==> config.mk <==
export PLATFORM = sky130hd
export DESIGN_NAME = date_time_text_validator_top
export DESIGN_NICKNAME = d
export VERILOG_FILES = /design/src/sv/dttv_pkg.sv /design/src/sv/dttv_cfg.sv /design/src/sv/dttv_parse.sv /design/src/sv/dttv_check.sv /design/src/sv/date_time_text_validator_top.sv
export SDC_FILE = /design/constraint.sdc
export NUM_CORES = 1
export LEC_CHECK = 0
export BUFFER_PORTS_ARGS = -buffer_cell sky130_fd_sc_hd__buf_2
export CAP_MARGIN = 25
export CORE_MARGIN = 2
export CORE_UTILIZATION = 50
export CTS_BUF_LIST = sky130_fd_sc_hd__clkbuf_4 sky130_fd_sc_hd__clkbuf_8 sky130_fd_sc_hd__clkbuf_16
export DETAILED_ROUTE_END_ITERATION = 10
export GPL_TIMING_DRIVEN = 0
export PLACE_DENSITY = 0.78
export SLEW_MARGIN = 20
export SYNTH_ARGS = -nofsm -noshare
export SYNTH_HDL_FRONTEND = slang
export SYNTH_SLANG_ARGS = --single-unit
==> constraint.sdc <==
create_clock -name clk -period 10.94 [get_ports clk]
set_input_delay 1.641 -clock clk [delete_from_list [all_inputs] [get_ports clk]]
set_output_delay 1.641 -clock clk [all_outputs]
set_load 0.005 [all_outputs]
==> src/sv/dttv_pkg.sv <==
// package with the shared types, constants and helper functions of the date/time validator
`timescale 1ns / 1ps

package dttv_pkg;

	localparam int unsigned YEAR_W   = 14;
	localparam int unsigned FIELD_W  = 7;
	localparam int unsigned POS_W    = 5;

	localparam logic [POS_W-1:0] TEXT_LEN  = 5'd16;
	localparam logic [POS_W-1:0] POS_SAT   = 5'd17;

	localparam logic [POS_W-1:0] POS_SLASH_A  = 5'd2;
	localparam logic [POS_W-1:0] POS_SLASH_B  = 5'd5;
	localparam logic [POS_W-1:0] POS_SPACE    = 5'd10;
	localparam logic [POS_W-1:0] POS_COLON    = 5'd13;
	localparam logic [POS_W-1:0] POS_DAY_END  = 5'd1;
	localparam logic [POS_W-1:0] POS_MON_END  = 5'd4;
	localparam logic [POS_W-1:0] POS_CENT_END = 5'd7;
	localparam logic [POS_W-1:0] POS_YEAR_END = 5'd9;
	localparam logic [POS_W-1:0] POS_HOUR_END = 5'd12;

	localparam logic [7:0] CHAR_ZERO  = 8'h30;
	localparam logic [7:0] CHAR_NINE  = 8'h39;
	localparam logic [7:0] CHAR_SLASH = 8'h2f;
	localparam logic [7:0] CHAR_SPACE = 8'h20;
	localparam logic [7:0] CHAR_COLON = 8'h3a;

	localparam logic [FIELD_W-1:0] MONTH_FEB   = 7'd2;
	localparam logic [FIELD_W-1:0] MONTH_FIRST = 7'd1;
	localparam logic [FIELD_W-1:0] MONTH_LAST  = 7'd12;
	localparam logic [FIELD_W-1:0] DAY_FIRST   = 7'd1;
	localparam logic [FIELD_W-1:0] FEB_LEAP    = 7'd29;
	localparam logic [FIELD_W-1:0] FEB_COMMON  = 7'd28;
	localparam logic [FIELD_W-1:0] HOUR_MAX    = 7'd23;
	localparam logic [FIELD_W-1:0] MINUTE_MAX  = 7'd59;

	localparam logic [YEAR_W-1:0] MIN_YEAR_RST = 14'd1900;
	localparam logic [YEAR_W-1:0] MAX_YEAR_RST = 14'd2100;

	// register index taken from paddr[2]
	localparam logic REG_MIN_YEAR = 1'b0;
	localparam logic REG_MAX_YEAR = 1'b1;

	typedef enum logic [1:0] {
		STATUS_VALID  = 2'd0,
		STATUS_FORMAT = 2'd1,
		STATUS_DATE   = 2'd2,
		STATUS_TIME   = 2'd3
	} status_t;

	// parsed text handed from the parser to the checker
	typedef struct packed {
		logic               fmt_ok;
		logic [FIELD_W-1:0] day;
		logic [FIELD_W-1:0] month;
		logic [YEAR_W-1:0]  year;
		logic [FIELD_W-1:0] cent;
		logic [FIELD_W-1:0] yr_lo;
		logic [FIELD_W-1:0] hour;
		logic [FIELD_W-1:0] minute;
	} rec_t;

	typedef struct packed {
		logic [YEAR_W-1:0] min_year;
		logic [YEAR_W-1:0] max_year;
	} cfg_t;

	function automatic logic [FIELD_W-1:0] mul10_add7(input logic [FIELD_W-1:0] acc,
		input logic [3:0] d);
		mul10_add7 = (acc << 3) + (acc << 1) + {3'b000, d};
	endfunction

	function automatic logic [YEAR_W-1:0] mul10_add14(input logic [YEAR_W-1:0] acc,
		input logic [3:0] d);
		mul10_add14 = (acc << 3) + (acc << 1) + {10'd0, d};
	endfunction

	function automatic logic [FIELD_W-1:0] month_days(input logic [FIELD_W-1:0] m);
		case (m)
			7'd4, 7'd6, 7'd9, 7'd11: month_days = 7'd30;
			7'd2:                    month_days = FEB_COMMON;
			default:                 month_days = 7'd31;
		endcase
	endfunction

endpackage

==> src/sv/dttv_cfg.sv <==
// configuration registers with the apb-style write and read port
`timescale 1ns / 1ps

module dttv_cfg
	import dttv_pkg::*;
(
	input  logic        clk,
	input  logic        arst_n,
	input  logic        psel,
	input  logic        penable,
	input  logic        pwrite,
	input  logic [2:0]  paddr,
	input  logic [31:0] pwdata,
	output logic [31:0] prdata,
	output logic        pready,
	output cfg_t        cfg
);

	logic [YEAR_W-1:0] min_year_q;
	logic [YEAR_W-1:0] max_year_q;
	logic              wr_en;

	assign pready = 1'b1;
	assign wr_en  = psel & penable & pwrite & pready;

	always_ff @(posedge clk or negedge arst_n) begin
		if (!arst_n) begin
			min_year_q <= MIN_YEAR_RST;
			max_year_q <= MAX_YEAR_RST;
		end else if (wr_en) begin
			case (paddr[2])
				REG_MIN_YEAR: min_year_q <= pwdata[YEAR_W-1:0];
				REG_MAX_YEAR: max_year_q <= pwdata[YEAR_W-1:0];
				default: ;
			endcase
		end
	end

	always_comb begin
		case (paddr[2])
			REG_MIN_YEAR: prdata = {18'd0, min_year_q};
			REG_MAX_YEAR: prdata = {18'd0, max_year_q};
			default:      prdata = 32'd0;
		endcase
	end

	assign cfg.min_year = min_year_q;
	assign cfg.max_year = max_year_q;

endmodule

==> src/sv/dttv_parse.sv <==
// character input register, position check and decimal field accumulators
`timescale 1ns / 1ps

module dttv_parse
	import dttv_pkg::*;
(
	input  logic       clk,
	input  logic       arst_n,
	input  logic       text_valid,
	output logic       text_ready,
	input  logic [7:0] ch,
	input  logic       last,
	output logic       rec_valid,
	input  logic       rec_ready,
	output rec_t       rec
);

	logic               valid_s1;
	logic [7:0]         ch_s1;
	logic               last_s1;
	logic               fire_s1;
	logic               rec_free;

	logic [POS_W-1:0]   pos_q;
	logic               fmt_q;
	logic [FIELD_W-1:0] day_q, month_q, cent_q, yr_lo_q, hour_q, minute_q;
	logic [YEAR_W-1:0]  year_q;

	logic [POS_W-1:0]   pos_d;
	logic               fmt_d;
	logic [FIELD_W-1:0] day_d, month_d, cent_d, yr_lo_d, hour_d, minute_d;
	logic [YEAR_W-1:0]  year_d;

	logic               is_digit;
	logic [3:0]         dig;

	logic               rec_valid_s2;
	rec_t               rec_s2;

	assign rec_free   = !rec_valid_s2 || rec_ready;
	assign fire_s1    = valid_s1 && (!last_s1 || rec_free);
	assign text_ready = !valid_s1 || fire_s1;

	always_ff @(posedge clk or negedge arst_n) begin
		if (!arst_n) begin
			valid_s1 <= 1'b0;
		end else if (text_ready) begin
			valid_s1 <= text_valid;
		end
	end

	always_ff @(posedge clk) begin
		if (text_valid && text_ready) begin
			ch_s1   <= ch;
			last_s1 <= last;
		end
	end

	assign is_digit = (ch_s1 >= CHAR_ZERO) && (ch_s1 <= CHAR_NINE);
	assign dig      = 4'(ch_s1 - CHAR_ZERO);

	always_comb begin
		fmt_d    = fmt_q;
		day_d    = day_q;
		month_d  = month_q;
		year_d   = year_q;
		cent_d   = cent_q;
		yr_lo_d  = yr_lo_q;
		hour_d   = hour_q;
		minute_d = minute_q;
		pos_d    = (pos_q < POS_SAT) ? pos_q + 5'd1 : pos_q;
		if (pos_q < TEXT_LEN) begin
			case (pos_q)
				POS_SLASH_A, POS_SLASH_B: begin
					if (ch_s1 != CHAR_SLASH) fmt_d = 1'b0;
				end
				POS_SPACE: begin
					if (ch_s1 != CHAR_SPACE) fmt_d = 1'b0;
				end
				POS_COLON: begin
					if (ch_s1 != CHAR_COLON) fmt_d = 1'b0;
				end
				default: begin
					if (!is_digit) begin
						fmt_d = 1'b0;
					end else if (pos_q <= POS_DAY_END) begin
						day_d = mul10_add7(day_q, dig);
					end else if (pos_q <= POS_MON_END) begin
						month_d = mul10_add7(month_q, dig);
					end else if (pos_q <= POS_YEAR_END) begin
						year_d = mul10_add14(year_q, dig);
						if (pos_q <= POS_CENT_END) cent_d = mul10_add7(cent_q, dig);
						else yr_lo_d = mul10_add7(yr_lo_q, dig);
					end else if (pos_q <= POS_HOUR_END) begin
						hour_d = mul10_add7(hour_q, dig);
					end else begin
						minute_d = mul10_add7(minute_q, dig);
					end
				end
			endcase
		end else begin
			fmt_d = 1'b0;
		end
	end

	always_ff @(posedge clk or negedge arst_n) begin
		if (!arst_n) begin
			pos_q    <= '0;
			fmt_q    <= 1'b1;
			day_q    <= '0;
			month_q  <= '0;
			year_q   <= '0;
			cent_q   <= '0;
			yr_lo_q  <= '0;
			hour_q   <= '0;
			minute_q <= '0;
		end else if (fire_s1) begin
			if (last_s1) begin
				pos_q    <= '0;
				fmt_q    <= 1'b1;
				day_q    <= '0;
				month_q  <= '0;
				year_q   <= '0;
				cent_q   <= '0;
				yr_lo_q  <= '0;
				hour_q   <= '0;
				minute_q <= '0;
			end else begin
				pos_q    <= pos_d;
				fmt_q    <= fmt_d;
				day_q    <= day_d;
				month_q  <= month_d;
				year_q   <= year_d;
				cent_q   <= cent_d;
				yr_lo_q  <= yr_lo_d;
				hour_q   <= hour_d;
				minute_q <= minute_d;
			end
		end
	end

	always_ff @(posedge clk or negedge arst_n) begin
		if (!arst_n) begin
			rec_valid_s2 <= 1'b0;
		end else if (fire_s1 && last_s1) begin
			rec_valid_s2 <= 1'b1;
		end else if (rec_ready) begin
			rec_valid_s2 <= 1'b0;
		end
	end

	always_ff @(posedge clk) begin
		if (fire_s1 && last_s1) begin
			rec_s2.fmt_ok <= fmt_d && (pos_d == TEXT_LEN);
			rec_s2.day    <= day_d;
			rec_s2.month  <= month_d;
			rec_s2.year   <= year_d;
			rec_s2.cent   <= cent_d;
			rec_s2.yr_lo  <= yr_lo_d;
			rec_s2.hour   <= hour_d;
			rec_s2.minute <= minute_d;
		end
	end

	assign rec_valid = rec_valid_s2;
	assign rec       = rec_s2;

endmodule

==> src/sv/dttv_check.sv <==
// date and time range checks and the result register
`timescale 1ns / 1ps

module dttv_check
	import dttv_pkg::*;
(
	input  logic               clk,
	input  logic               arst_n,
	input  cfg_t               cfg,
	input  logic               rec_valid,
	output logic               rec_ready,
	input  rec_t               rec,
	output logic               result_valid,
	input  logic               result_ready,
	output logic [1:0]         status,
	output logic [FIELD_W-1:0] day,
	output logic [FIELD_W-1:0] month,
	output logic [YEAR_W-1:0]  year,
	output logic [FIELD_W-1:0] hour,
	output logic [FIELD_W-1:0] minute
);

	logic               valid_q;
	status_t            status_q;
	logic [FIELD_W-1:0] day_q, month_q, hour_q, minute_q;
	logic [YEAR_W-1:0]  year_q;

	logic               leap;
	logic [FIELD_W-1:0] lim;
	logic               date_ok;
	logic               time_ok;
	status_t            status_d;
	logic               take;

	// four-digit year: low pair zero means a century year
	assign leap = ((rec.year[1:0] == 2'b00) && (rec.yr_lo != '0)) ||
		((rec.yr_lo == '0) && (rec.cent[1:0] == 2'b00));
	assign lim = (rec.month == MONTH_FEB) ? (leap ? FEB_LEAP : FEB_COMMON)
		: month_days(rec.month);

	assign date_ok = (rec.month >= MONTH_FIRST) && (rec.month <= MONTH_LAST) &&
		(rec.year >= cfg.min_year) && (rec.year <= cfg.max_year) &&
		(rec.day >= DAY_FIRST) && (rec.day <= lim);
	assign time_ok = (rec.hour <= HOUR_MAX) && (rec.minute <= MINUTE_MAX);

	always_comb begin
		if (!rec.fmt_ok) status_d = STATUS_FORMAT;
		else if (!date_ok) status_d = STATUS_DATE;
		else if (!time_ok) status_d = STATUS_TIME;
		else status_d = STATUS_VALID;
	end

	assign rec_ready = !valid_q || result_ready;
	assign take      = rec_valid && rec_ready;

	always_ff @(posedge clk or negedge arst_n) begin
		if (!arst_n) begin
			valid_q <= 1'b0;
		end else if (take) begin
			valid_q <= 1'b1;
		end else if (result_ready) begin
			valid_q <= 1'b0;
		end
	end

	always_ff @(posedge clk) begin
		if (take) begin
			status_q <= status_d;
			day_q    <= rec.day;
			month_q  <= rec.month;
			year_q   <= rec.year;
			hour_q   <= rec.hour;
			minute_q <= rec.minute;
		end
	end

	assign result_valid = valid_q;
	assign status       = status_q;
	assign day          = day_q;
	assign month        = month_q;
	assign year         = year_q;
	assign hour         = hour_q;
	assign minute       = minute_q;

endmodule

==> src/sv/date_time_text_validator_top.sv <==
// top level of the date/time text validator
`timescale 1ns / 1ps

// Checks a "dd/mm/yyyy hh:mm" timestamp sent one character per transaction on the
// text channel, with last set on the final character. Characters are taken back to
// back, but a last character waits while the record register that feeds the checker
// is full. The text of one timestamp flows through an input register, the field
// accumulators, that record register and the result register; a full result register
// holds back only the last character of a following text, once the record register is
// full as well. status is 0 for valid, 1 for bad format (wrong length or misplaced
// character), 2 for bad date and 3 for bad time, checked in that order. The year bounds
// min_year (address 0x0, reset 1900) and max_year (address 0x4, reset 2100) must be
// written through the apb-style port only while the block is idle; nothing enforces it.

module date_time_text_validator_top
	import dttv_pkg::*;
(
	input  logic        clk,
	input  logic        arst_n,
	input  logic        psel,
	input  logic        penable,
	input  logic        pwrite,
	input  logic [2:0]  paddr,
	input  logic [31:0] pwdata,
	output logic [31:0] prdata,
	output logic        pready,
	input  logic        text_valid,
	output logic        text_ready,
	input  logic [7:0]  ch,
	input  logic        last,
	output logic        result_valid,
	input  logic        result_ready,
	output logic [1:0]  status,
	output logic [6:0]  day,
	output logic [6:0]  month,
	output logic [13:0] year,
	output logic [6:0]  hour,
	output logic [6:0]  minute
);

	cfg_t cfg;
	rec_t rec;
	logic rec_valid;
	logic rec_ready;

	dttv_cfg u_cfg (
		.clk     (clk),
		.arst_n  (arst_n),
		.psel    (psel),
		.penable (penable),
		.pwrite  (pwrite),
		.paddr   (paddr),
		.pwdata  (pwdata),
		.prdata  (prdata),
		.pready  (pready),
		.cfg     (cfg)
	);

	dttv_parse u_parse (
		.clk        (clk),
		.arst_n     (arst_n),
		.text_valid (text_valid),
		.text_ready (text_ready),
		.ch         (ch),
		.last       (last),
		.rec_valid  (rec_valid),
		.rec_ready  (rec_ready),
		.rec        (rec)
	);

	dttv_check u_check (
		.clk          (clk),
		.arst_n       (arst_n),
		.cfg          (cfg),
		.rec_valid    (rec_valid),
		.rec_ready    (rec_ready),
		.rec          (rec),
		.result_valid (result_valid),
		.result_ready (result_ready),
		.status       (status),
		.day          (day),
		.month        (month),
		.year         (year),
		.hour         (hour),
		.minute       (minute)
	);

endmodule

# Yosys cells after proc, flatten, opt, wreduce, memory -nomap -nowiden
# Index checks and enable logic that the tools add are counted.
# W data, S select, Z words.
dict set report classes {
  n_addsub 16
  n_lt_le_gt_ge 17
  n_eq_ne 13
  muxes 69
  n_bitwise 3
  n_reduce_logical 34
}
# op n
set ops {}
lappend ops {{$mux W7} 44}
lappend ops {{$mux W14} 7}
lappend ops {{$pmux W32 S2} 1}
lappend ops {{$add A7 B4 Y7} 6}
lappend ops {{$add A7 B7 Y7} 6}
lappend ops {{$ne A8 B6 Y1 const B} 3}
lappend ops {{$add A14 B14 Y14} 1}
lappend ops {{$add A14 B4 Y14} 1}
lappend ops {{$eq A7 B3 Y1 const B} 2}
lappend ops {{$eq A7 B4 Y1 const B} 2}
lappend ops {{$ge A14 B14 Y1} 1}
lappend ops {{$ge A7 B1 Y1 const B} 2}
lappend ops {{$le A14 B14 Y1} 1}
lappend ops {{$logic_and A1 B1 Y1} 14}
lappend ops {{$mux W1} 12}
lappend ops {{$eq A5 B4 Y1 const B} 2}
lappend ops {{$le A5 B3 Y1 const B} 2}
lappend ops {{$le A5 B4 Y1 const B} 2}
lappend ops {{$lt A5 B5 Y1 const B} 2}
lappend ops {{$mux W5} 2}
lappend ops {{$ge A8 B6 Y1 const B} 1}
lappend ops {{$le A8 B6 Y1 const B} 1}
lappend ops {{$reduce_or A4 Y1} 2}
lappend ops {{$eq A7 B2 Y1 const B} 1}
lappend ops {{22 further kinds} 34}
dict set report totals {
  regBits 198
  input_bits 51
  out_inout_bits 79
  wordCells 182
}

# Longest topological paths before layout
# Gate-level depths: netlist (run 1).
dict set report logic_depth {
  ltp_word 10
  mapped_depth 12
  mapped_depth_nobuf 12
}

# By module
# A second synthesis (run 1) with hierarchy kept.
dict set report hier_totals {
  hier_cells 1008
  area_unflattened_um2 11568.6
}
# mod n_inst cells_per_inst area_each_um2 seq_area_each_um2
set by_module_without_submodules {}
lappend by_module_without_submodules {dttv_parse 1 735 7828.8 3584.7}
lappend by_module_without_submodules {dttv_check 1 176 2280.9 1346.3}
lappend by_module_without_submodules {dttv_cfg 1 97 1458.9 714.4}

# Least setup slack after synthesis (run 1)
# OpenSTA, ideal clock, no wires.
dict set report synth_path {
  path_type {input-to-reg}
  from {input port result_ready}
  to {register u_parse.rec_s2, in the netlist u_parse.rec[0], enable pin}
  setup_ns 0.466
  arrival_ns 4.376
  path_slack_ns 6.098
  path_stages 5
  n_path_buf 1
  path_cell_list {nor2b_1 > nand3_1 > nand2_1 > buf_1 > nor2_1}
}
dict set report synth_via {
  elab_chain_len 5
}
# item line_no
set synth_lines {}
lappend synth_lines {{start: declaration} date_time_text_validator_top.sv:32} ;# input logic result_ready,
lappend synth_lines {{$logic_or A1 B1 Y1} dttv_check.sv:53} ;# assign rec_ready = !valid_q || result_ready;
lappend synth_lines {{$logic_or A1 B1 Y1} dttv_parse.sv:40} ;# assign rec_free = !rec_valid_s2 || rec_ready;
lappend synth_lines {{$logic_or A1 B1 Y1} dttv_parse.sv:41} ;# assign fire_s1 = valid_s1 && (!last_s1 || rec_free);
lappend synth_lines {{$logic_and A1 B1 Y1} dttv_parse.sv:41}
lappend synth_lines {{$logic_and A1 B1 Y1} dttv_parse.sv:153} ;# if (fire_s1 && last_s1) begin
lappend synth_lines {{end: declaration} dttv_parse.sv:38} ;# rec_t rec_s2;
# Every way passes these cells.
# A chain may end at the register's enable or synchronous reset.

# Worst setup path after layout (run 1)
dict set report layout_path {
  from {input port paddr[2]}
  to {output port prdata[13]}
}
dict set report layout_via {
  elab_chain_len 2
}
# item line_no
set layout_lines {}
lappend layout_lines {{start: declaration} date_time_text_validator_top.sv:23} ;# input logic [2:0] paddr,
lappend layout_lines {{$not A1 Y1 (no source line)} -}
lappend layout_lines {{$pmux W32 S2 (*)} dttv_cfg.sv:40} ;# case (paddr[2])
lappend layout_lines {{end: declaration} date_time_text_validator_top.sv:25} ;# output logic [31:0] prdata,
# Mark *: on every way between the ends. The rest lies on a longest branch, timed or not. The select of a mux whose other input is x is not followed.

==> implementation parameters, run 1 <==
Parameter                              Value

Logic synthesis
  Share of synthesized cell area in full adder, half adder and majority cells    13.7%
  Post-synthesis mux area share    approximately 4.0%
  Main combinational cell family by area after synthesis    adder cells
  Avg Synthesized Cell Area    ~11 um2
  Xor/xnor cell area share of the yosys netlist    under 10%
  Seq cells post-synth    just under 200
  Number of flops mapped to enable cells by yosys    approximately 110
  Number of distinct standard cells referenced by the synthesized netlist    just under 70
  Synth Area in Simple Gates    under 10%
  Cell area after synthesis    0.0105 mm2
  Sequential area share after synthesis    between 50 and 60%
  Flip-flop cell with the highest count after synthesis    sky130_fd_sc_hd__edfxtp_1
  Asr flop ratio synth    a little under half
  Gate count of the mapped netlist    ~940
  Compound-Gate Fraction of Synth Area    about an eighth
  Yosys warning total    0

Power
  Proportion of power drawn by the clock network    around 37%
  Switching fraction of total power    between 20% and 30%
  Peak supply drop    between 0.1 and 0.15 mV
  Internal Power    roughly 1.3 mW
  Pwr per Cell Area    ~140 mW/mm2
  Part of the power in registers    50.2%
  Switching Power    approximately 0.44 mW
  Combinational power share    12.9%
  Static Leak    5.56 nW

Worst setup path
  R2r startpoint    u_parse.ch_s1[3]
  Arrival time of data at the critical path endpoint    between 2 and 3 ns
  CP endpoint kind    output pin
  Largest fanout of any net on the critical path    10
  Register-to-register setup slack    7.43 ns
  Cell depth of the worst flop-to-flop path    10
  Worst Setup Start Kind    input port
  Crit Path Category    input port to output pin
  Worst Setup EP    prdata[13]
  WP data required    about 9.3 ns
  Endpoint of the worst register-to-register path    u_parse.year_q[13]
  Critical path launch point    paddr[2]

Clocking
  Clock slew seen by the registers of the worst setup and hold paths    approximately 0.070 ns
  Deepest level of the CTS H-tree    4
  Library cell used as clock root buffer    sky130_fd_sc_hd__clkbuf_16
  Post-CTS sizing    0
  Post-CTS Setup Inserts    0
  Count of hold buffers inserted by post-cts repair    0
  Clock buffers created by TritonCTS    17
  Max Buffers Root-to-Sink    2
  CTS tree    built
  CTS Sinks    193
  Worst skew pair latency    approximately 0.44 ns

Placed design
  HPWL after detailed placement    about 16 mm
  Placer congestion estimate    between 0.8 and 0.9
  Port buffer count    90
  Number of placed instances, taps included    ~1300
  Post-Place Worst Slack    around 6.4 ns

Drt
  Initial DRC count    between 500 and 600
  Top layer in use    met4
  Post-Route M1 WL    9.62 mm
  DR WL met2    between 10 and 15 mm
  Post-DR vias/cell    around 5.5
  DRC violations left    0
  Overall routed net length    ~23 mm
  Detailed-route via count    approximately 7400
  Router iterations before antenna repair    7
  Routed wl met3    about 1.3 mm
  Routed length per placed instance    16.6 um
  Post-DRT Antenna Nets    0

Global route
  Global Route Usage Sum    a little over a fifth
  Wire length of the first global-routing pass    about 37 mm
  Via count of the first global-routing pass    7369
  Maximum number of pins on one net before global-route repair    63
  Antenna violations before repair    1
  GR Overflow Total    0

Timing
  Final setup margin    6.36 ns
  Unrepaired setup endpoints after global routing    false
  Final max-slew violation count    0
  Worst-Margin Slew    about 0.9 ns
  Endpoints failing hold    0
  Setup TNS    0 ns
  Final Cycle Share    between 40% and 50%
  Number of setup violations in the final report    0
  Clock skew after layout    around 0.012 ns
  Crit path time final    between 4 and 5 ns
  Timing-limited maximum frequency    around 0.22 GHz
  Worst slew slack as a fraction of its limit    between 30% and 40%

Die
  Die area    0.0222 mm2
  Die W    approximately 150 um
  Core Rows    between 50 and 60
  I/O Pins    130
  Vertical die dimension    around 150 um
  Core footprint    0.0208 mm2
  Initial cell density of the core    50.4%

Layout
  Number of cells in the finished layout apart from fillers    roughly 1400
  Area added between synthesis and finish    14.8%
  Most common cell after layout, fill and taps aside    sky130_fd_sc_hd__nand2_1
  Final core utilization    57.9%
  Net total in the final layout    around 1200
  Fraction of final layout cells sized beyond drive strength 1    around a fifth
  Most frequent cells in the layout    130 x sky130_fd_sc_hd__nand2_1, 105 x sky130_fd_sc_hd__edfxtp_1, 96 x sky130_fd_sc_hd__ha_1
  Fillers    about 1700

Hold path
  Cells on Worst Hold Path    0
  Path class of the lowest-slack min-delay path    flop to flop

Outcome
  Run status    completed

Run
  Count of max-cap constraint violations    0
## stage by stage
stage               cell area [um2]  power, mW  hold slack [ns]
finish                        12100       1.72            0.422
global placement              11400       1.09            0.409
detailed placement            11400       1.10            0.405
global route                  12100       1.79            0.431
floorplan                     10600       1.01            0.400
CTS                           12100       1.73            0.422
## kinds of logic after synthesis
kind of cell,after synthesis
flops,193
buf+inv,126
simple gates,227
fa+ha+maj,108
compound gates,206
mux,38
xor+xnor,36
other cells,2
## registers in the layout, indices dropped and copies added, names as in the netlist, 2 cells and up
signal	cells
u_parse.minute_q	7
u_check.month	7
u_check.status	2
u_parse.pos_q	5
u_parse.cent_q	2
u_parse.month_q	7
u_check.minute	7
u_cfg.min_year_q	14
u_check.year	14
u_parse.rec	52
u_check.day	7
u_parse.ch_s1	8
u_parse.hour_q	7
u_parse.year_q	14
u_parse.yr_lo_q	7
u_parse.day_q	7
u_check.hour	7
u_cfg.max_year_q	14
## layer usage
layer	global-route usage, %	vias up
met1	28.0	3585
met2	34.7	251
li1	-	3574
met3	4.04	39
met5	0	-
met4	7.95	0
## power groups by stage
stage / logic, mW / registers, mW / clock network (mW)
2_1_floorplan: 0.142 / 0.870 / 0
3_3_place_gp: 0.208 / 0.878 / 0
3_5_place_dp: 0.220 / 0.878 / 0
4_1_cts: 0.223 / 0.863 / 0.645
5_1_grt: 0.251 / 0.870 / 0.673
6_report: 0.222 / 0.864 / 0.636
## layout make-up
cell class              count  area (um2)  area share, %
diodes                      1        2.50         0.0208
plain buffers              52         290           2.41
clock buffers              21         497           4.12
clock inverters            11         111          0.923
inverters                  74         278           2.30
multi-input cells         634        4640           38.5
flip-flops and latches    193        5370           44.5
well taps                 275         344           2.85
repair buffers             93         524           4.35
## how the worst min path moves through the flow
stage | start | end | slack [ns]
3_3_place_gp | u_parse.rec[0] | u_check.minute[0] | 0.41
2_1_floorplan | u_parse.rec[7] | u_check.hour[0] | 0.40
5_1_grt | u_parse.rec[7] | u_check.hour[0] | 0.43
3_5_place_dp | u_parse.rec[7] | u_check.hour[0] | 0.41
6_report | u_parse.rec[0] | u_check.minute[0] | 0.42
4_1_cts | u_parse.rec[7] | u_check.hour[0] | 0.42
## synth_stat cells (5+ instances only)
cell,number,area share (%)
sky130_fd_sc_hd__inv_1,74,2.6
sky130_fd_sc_hd__buf_4,19,1.4
sky130_fd_sc_hd__a211oi_1,7,0.50
sky130_fd_sc_hd__ha_1,96,11
sky130_fd_sc_hd__nand4_1,7,0.42
sky130_fd_sc_hd__xor2_1,13,1.1
sky130_fd_sc_hd__buf_2,6,0.29
sky130_fd_sc_hd__nand2_1,130,4.6
sky130_fd_sc_hd__dfstp_2,12,3.0
sky130_fd_sc_hd__a21o_1,24,1.7
sky130_fd_sc_hd__o211ai_1,5,0.36
sky130_fd_sc_hd__nor2b_1,6,0.36
sky130_fd_sc_hd__nand3_1,14,0.67
sky130_fd_sc_hd__mux2_2,35,3.8
sky130_fd_sc_hd__xnor2_1,23,1.9
sky130_fd_sc_hd__a21oi_1,28,1.3
sky130_fd_sc_hd__dfrtp_1,76,18
sky130_fd_sc_hd__o21ai_0,74,3.5
sky130_fd_sc_hd__a22o_1,15,1.3
sky130_fd_sc_hd__clkbuf_1,23,0.82
sky130_fd_sc_hd__a32o_1,7,0.67
sky130_fd_sc_hd__o31ai_1,9,0.64
sky130_fd_sc_hd__edfxtp_1,105,30
sky130_fd_sc_hd__fa_1,12,2.3
sky130_fd_sc_hd__nor3_1,12,0.57
sky130_fd_sc_hd__nor2_1,27,0.97
sky130_fd_sc_hd__and3_1,5,0.30
## worst max-delay path, stage by stage
cell and delay, ns:
sky130_fd_sc_hd__buf_2 0.08, sky130_fd_sc_hd__clkbuf_1 0.36, sky130_fd_sc_hd__clkbuf_1 0.47, sky130_fd_sc_hd__o21ai_0 0.21, sky130_fd_sc_hd__buf_2 0.17
Note: power is estimated with default switching activity, not from simulation.
==> inputs of run 2 (changes only) <==
--- a/config.mk
+++ b/config.mk
@@ -5,6 +5,7 @@
 export SDC_FILE = /design/constraint.sdc
 export NUM_CORES = 1
 export LEC_CHECK = 0
+export ABC_AREA = 1
 export BUFFER_PORTS_ARGS = -buffer_cell sky130_fd_sc_hd__buf_2
 export CAP_MARGIN = 25
 export CORE_MARGIN = 2
==> constraint.sdc (replaced) <==
create_clock -name clk -period 4.43 [get_ports clk]
set_input_delay 0.6645 -clock clk [delete_from_list [all_inputs] [get_ports clk]]
set_output_delay 0.6645 -clock clk [all_outputs]
set_load 0.005 [all_outputs]
==> run 2 against run 1 <==
Against the previous run:
- global-route usage shrank 0.38 points
- routed wire length grew 5.8%
- flip-flop and latch count is the same
- highest routed layer unchanged
- utilization is essentially flat
- first-iteration DRC count grew 7.1%
- combinational power grew to 2.6 times the previous value
- area after synthesis grew 5.7%
==> implementation parameters, run 2 <==
Parameter                              Value

Logic synthesis
  Most frequent cell after synthesis    sky130_fd_sc_hd__nand2_1
  Number of distinct standard cells referenced by the synthesized netlist    41 (-41%)
  Sequential area share after synthesis    48.4% (-2.8 points)
  Gate count of the mapped netlist    1259 (+35%)
  Yosys warning total    0 (unchanged)
  Yosys top cell area share    28.4% (-1.6 points)
  Seq cells post-synth    193 (unchanged)
  Most numerous cell types in the synthesized netlist    380 x sky130_fd_sc_hd__nand2_1, 199 x sky130_fd_sc_hd__inv_1, 105 x sky130_fd_sc_hd__edfxtp_1, 96 x sky130_fd_sc_hd__ha_1, 76 x sky130_fd_sc_hd__dfrtp_1
  Cell area after synthesis    0.0111 mm2 (+5.7%)
  Leading cell types by total area after synthesis    sky130_fd_sc_hd__edfxtp_1 28%, sky130_fd_sc_hd__dfrtp_1 17%, sky130_fd_sc_hd__nand2_1 13%, sky130_fd_sc_hd__ha_1 11%, sky130_fd_sc_hd__inv_1 6.7%
  Number of flops mapped to enable cells by yosys    105 (unchanged)
  Asr flop ratio synth    45.6% (unchanged)
  Flip-flop cell with the highest count after synthesis    sky130_fd_sc_hd__edfxtp_1
  Avg Synthesized Cell Area    8.82 um2 (-21%)
  Post-synthesis cell type with the largest combined area    sky130_fd_sc_hd__edfxtp_1

Power
  Pwr per Cell Area    334 mW/mm2 (+130%)
  Power, Total    4.22 mW (+140%)
  Static Leak    6.48 nW (+17%)
  Peak supply drop    0.240 mV (+130%)

Drt
  Router iterations before antenna repair    7 (unchanged)
  Overall routed net length    23.8 mm (+5.8%)
  Routed length per placed instance    14.2 um (-15%)
  Post-DRT Antenna Nets    0 (unchanged)
  Post-DR vias/cell    5.08 (-7.7%)
  Initial DRC count    615 (+7.1%)
  DRC violations left    0 (unchanged)
  Detailed-route via count    8534 (+15%)

Timing
  Crit path time final    between 2 and 3 ns
  Clock skew after layout    0.00799 ns (-0.00385 ns)
  Worst slew slack as a fraction of its limit    50.3% (+11 points)
  Number of setup violations in the final report    0 (unchanged)
  Worst-Margin Slew    0.745 ns (-0.159 ns)
  Unrepaired setup endpoints after global routing    false
  Final Cycle Share    64.6%
  Final max-slew violation count    0 (unchanged)
  Timing-limited maximum frequency    0.350 GHz
  Fin Hold WS    0.158 ns (-0.264 ns)
  Endpoints failing hold    0 (unchanged)
  Setup TNS    0 ns (unchanged)

Placed design
  Placer congestion estimate    0.900 (+4.3%)
  Instance area at placement    0.0121 mm2 (+5.3%)
  Number of placed instances, taps included    1649 (+25%)
  Port buffer count    90 (unchanged)
  HPWL after detailed placement    18.1 mm (+9.9%)

Worst setup path
  Endpoint of the worst register-to-register path    u_parse.rec[37]
  Largest fanout of any net on the critical path    6 (-4)
  Worst Setup Start Kind    flop
  Max stage delay on crit path    0.61 ns (+0.14 ns)
  Worst Setup EP    u_parse.rec[37]
  Combined buffer and inverter count along the critical path    3 (-1)
  Crit Path Category    flop to flop
  Depth of the critical timing path with buffers and inverters included    11 (+6)
  R2r startpoint    u_parse.ch_s1[3]
  CP endpoint kind    flop
  Cell type of the slowest stage on the worst timing path    sky130_fd_sc_hd__fa_1
  Arrival time of data at the critical path endpoint    3.06 ns (+0.12 ns)
  Register-to-register setup slack    1.57 ns (-5.86 ns)
  Most Frequent Cell on Critical Path    sky130_fd_sc_hd__inv_1
  WP data required    4.63 ns (-4.67 ns)
  Top Family by Delay on Critical Path    adder cells
  Cell depth of the worst flop-to-flop path    11 (+1)
  Critical path launch point    u_parse.ch_s1[3]
  Sequence of cells on the critical path    inv_1 -> fa_1 -> inv_1 -> ha_1 -> nand3_1 -> nand3_1 -> a21oi_1 -> xor2_1 -> nand2_1 -> nand2_1 -> inv_1

Layout
  Most common cell after layout, fill and taps aside    sky130_fd_sc_hd__nand2_1
  Non-Filler Cell Area, Final    0.0126 mm2 (+4.8%)
  Net total in the final layout    1547 (+26%)
  Area added between synthesis and finish    13.9%
  Most frequent cells in the layout    380 x sky130_fd_sc_hd__nand2_1, 198 x sky130_fd_sc_hd__inv_1, 105 x sky130_fd_sc_hd__edfxtp_1
  Fraction of final layout cells sized beyond drive strength 1    13.9% (-5.5 points)
  Max reg flops    52 (unchanged)
  Inserted Diodes    0 (-1)
  Top reg by flops    u_parse.rec
  Number of cells in the finished layout apart from fillers    1681 (+24%)

Clocking
  Max Buffers Root-to-Sink    2 (unchanged)
  Deepest level of the CTS H-tree    4 (unchanged)
  Post-CTS Setup Inserts    0 (unchanged)
  Worst skew pair latency    0.43 ns (about the same)
  CTS tree    built
  Post-CTS sizing    0 (unchanged)
  Clock buffers created by TritonCTS    17 (unchanged)
  Clock slew seen by the registers of the worst setup and hold paths    0.07 ns (about the same)
  CTS Sinks    193 (unchanged)
  Library cell used as clock root buffer    sky130_fd_sc_hd__clkbuf_16
  Count of hold buffers inserted by post-cts repair    0 (unchanged)

Global route
  Wire length of the first global-routing pass    39.0 mm (+6.2%)
  Antenna violations before repair    0 (-1)
  GR Overflow Total    0 (unchanged)
  Via count of the first global-routing pass    8092 (+9.8%)
  Global Route Usage Sum    20.8% (-0.38 points)
  Maximum number of pins on one net before global-route repair    46 (-27%)

Outcome
  Run status    completed

Die
  I/O Pins    130 (unchanged)
  Core footprint    0.0218 mm2 (+4.8%)
  Core Rows    54 (+1.9%)
  Initial cell density of the core    50.9% (+0.42 points)
  Die area    0.0234 mm2 (+5.5%)
  Vertical die dimension    153 um (+2.7%)
  Die W    153 um (+2.7%)

Hold path
  Path class of the lowest-slack min-delay path    input port to async pin

Run
  Count of max-cap constraint violations    0 (unchanged)
run 2: stage by stage:
stage               setup WS, ns  utilization [%]
global placement           0.370             54.8
finish                      1.57             57.9
detailed placement          1.59             55.2
CTS                         1.59             57.9
global route                1.43             57.9
floorplan                   1.41                -
run 2: kinds of logic after synthesis:
kind of cell	count (synthesis)	synth area share, %
AOI/OAI and AO/OA	139	6.85
and+or+nand+nor	540	20.3
xor gates and xnor gates	27	2.13
buffers and inverters	250	9.28
adders and majority gates	108	13.0
other	2	0.0677
DFF	193	48.4
run 2: how the worst min path moves through the flow:
| stage | end | startpoint | cells after the start | slack (ns) |
|---|---|---|---|---|
| after floorplan | u_cfg.max_year_q[0] | arst_n | 0 | 0.37 |
| after global placement | u_check.minute[0] | u_parse.rec[0] | 0 | 0.41 |
| after detailed placement | u_check.hour[2] | u_parse.rec[9] | 0 | 0.41 |
| after CTS | u_parse.year_q[11] | arst_n | 1 | 0.18 |
| after global routing | u_parse.year_q[9] | arst_n | 1 | 0.19 |
| final | u_parse.year_q[11] | arst_n | 1 | 0.16 |
run 2: area by class of cell:
type / count / area [um2]
flip-flops and latches: 193 / 5370
fillers: 1838 / 9180
clock buffers: 22 / 488
repair buffers: 93 / 532
multi-input cells: 833 / 4770
inverters: 207 / 777
well taps: 280 / 350
clock inverters: 10 / 100
plain buffers: 43 / 253
run 2: power breakdown:
group	leakage, nW	switching [mW]	internal [mW]	total (mW)
combinational	4.03	0.369	0.217	0.586
sequential	2.16	0.0773	2.04	2.11
clock	0.293	0.672	0.848	1.52
run 2: per-layer routing:
metal / track usage [%] / wire (um)
met4: 8.38 / 624
met2: 34.5 / 11300
met1: 27.6 / 10800
met5: 0 / 0
met3: 2.95 / 1080
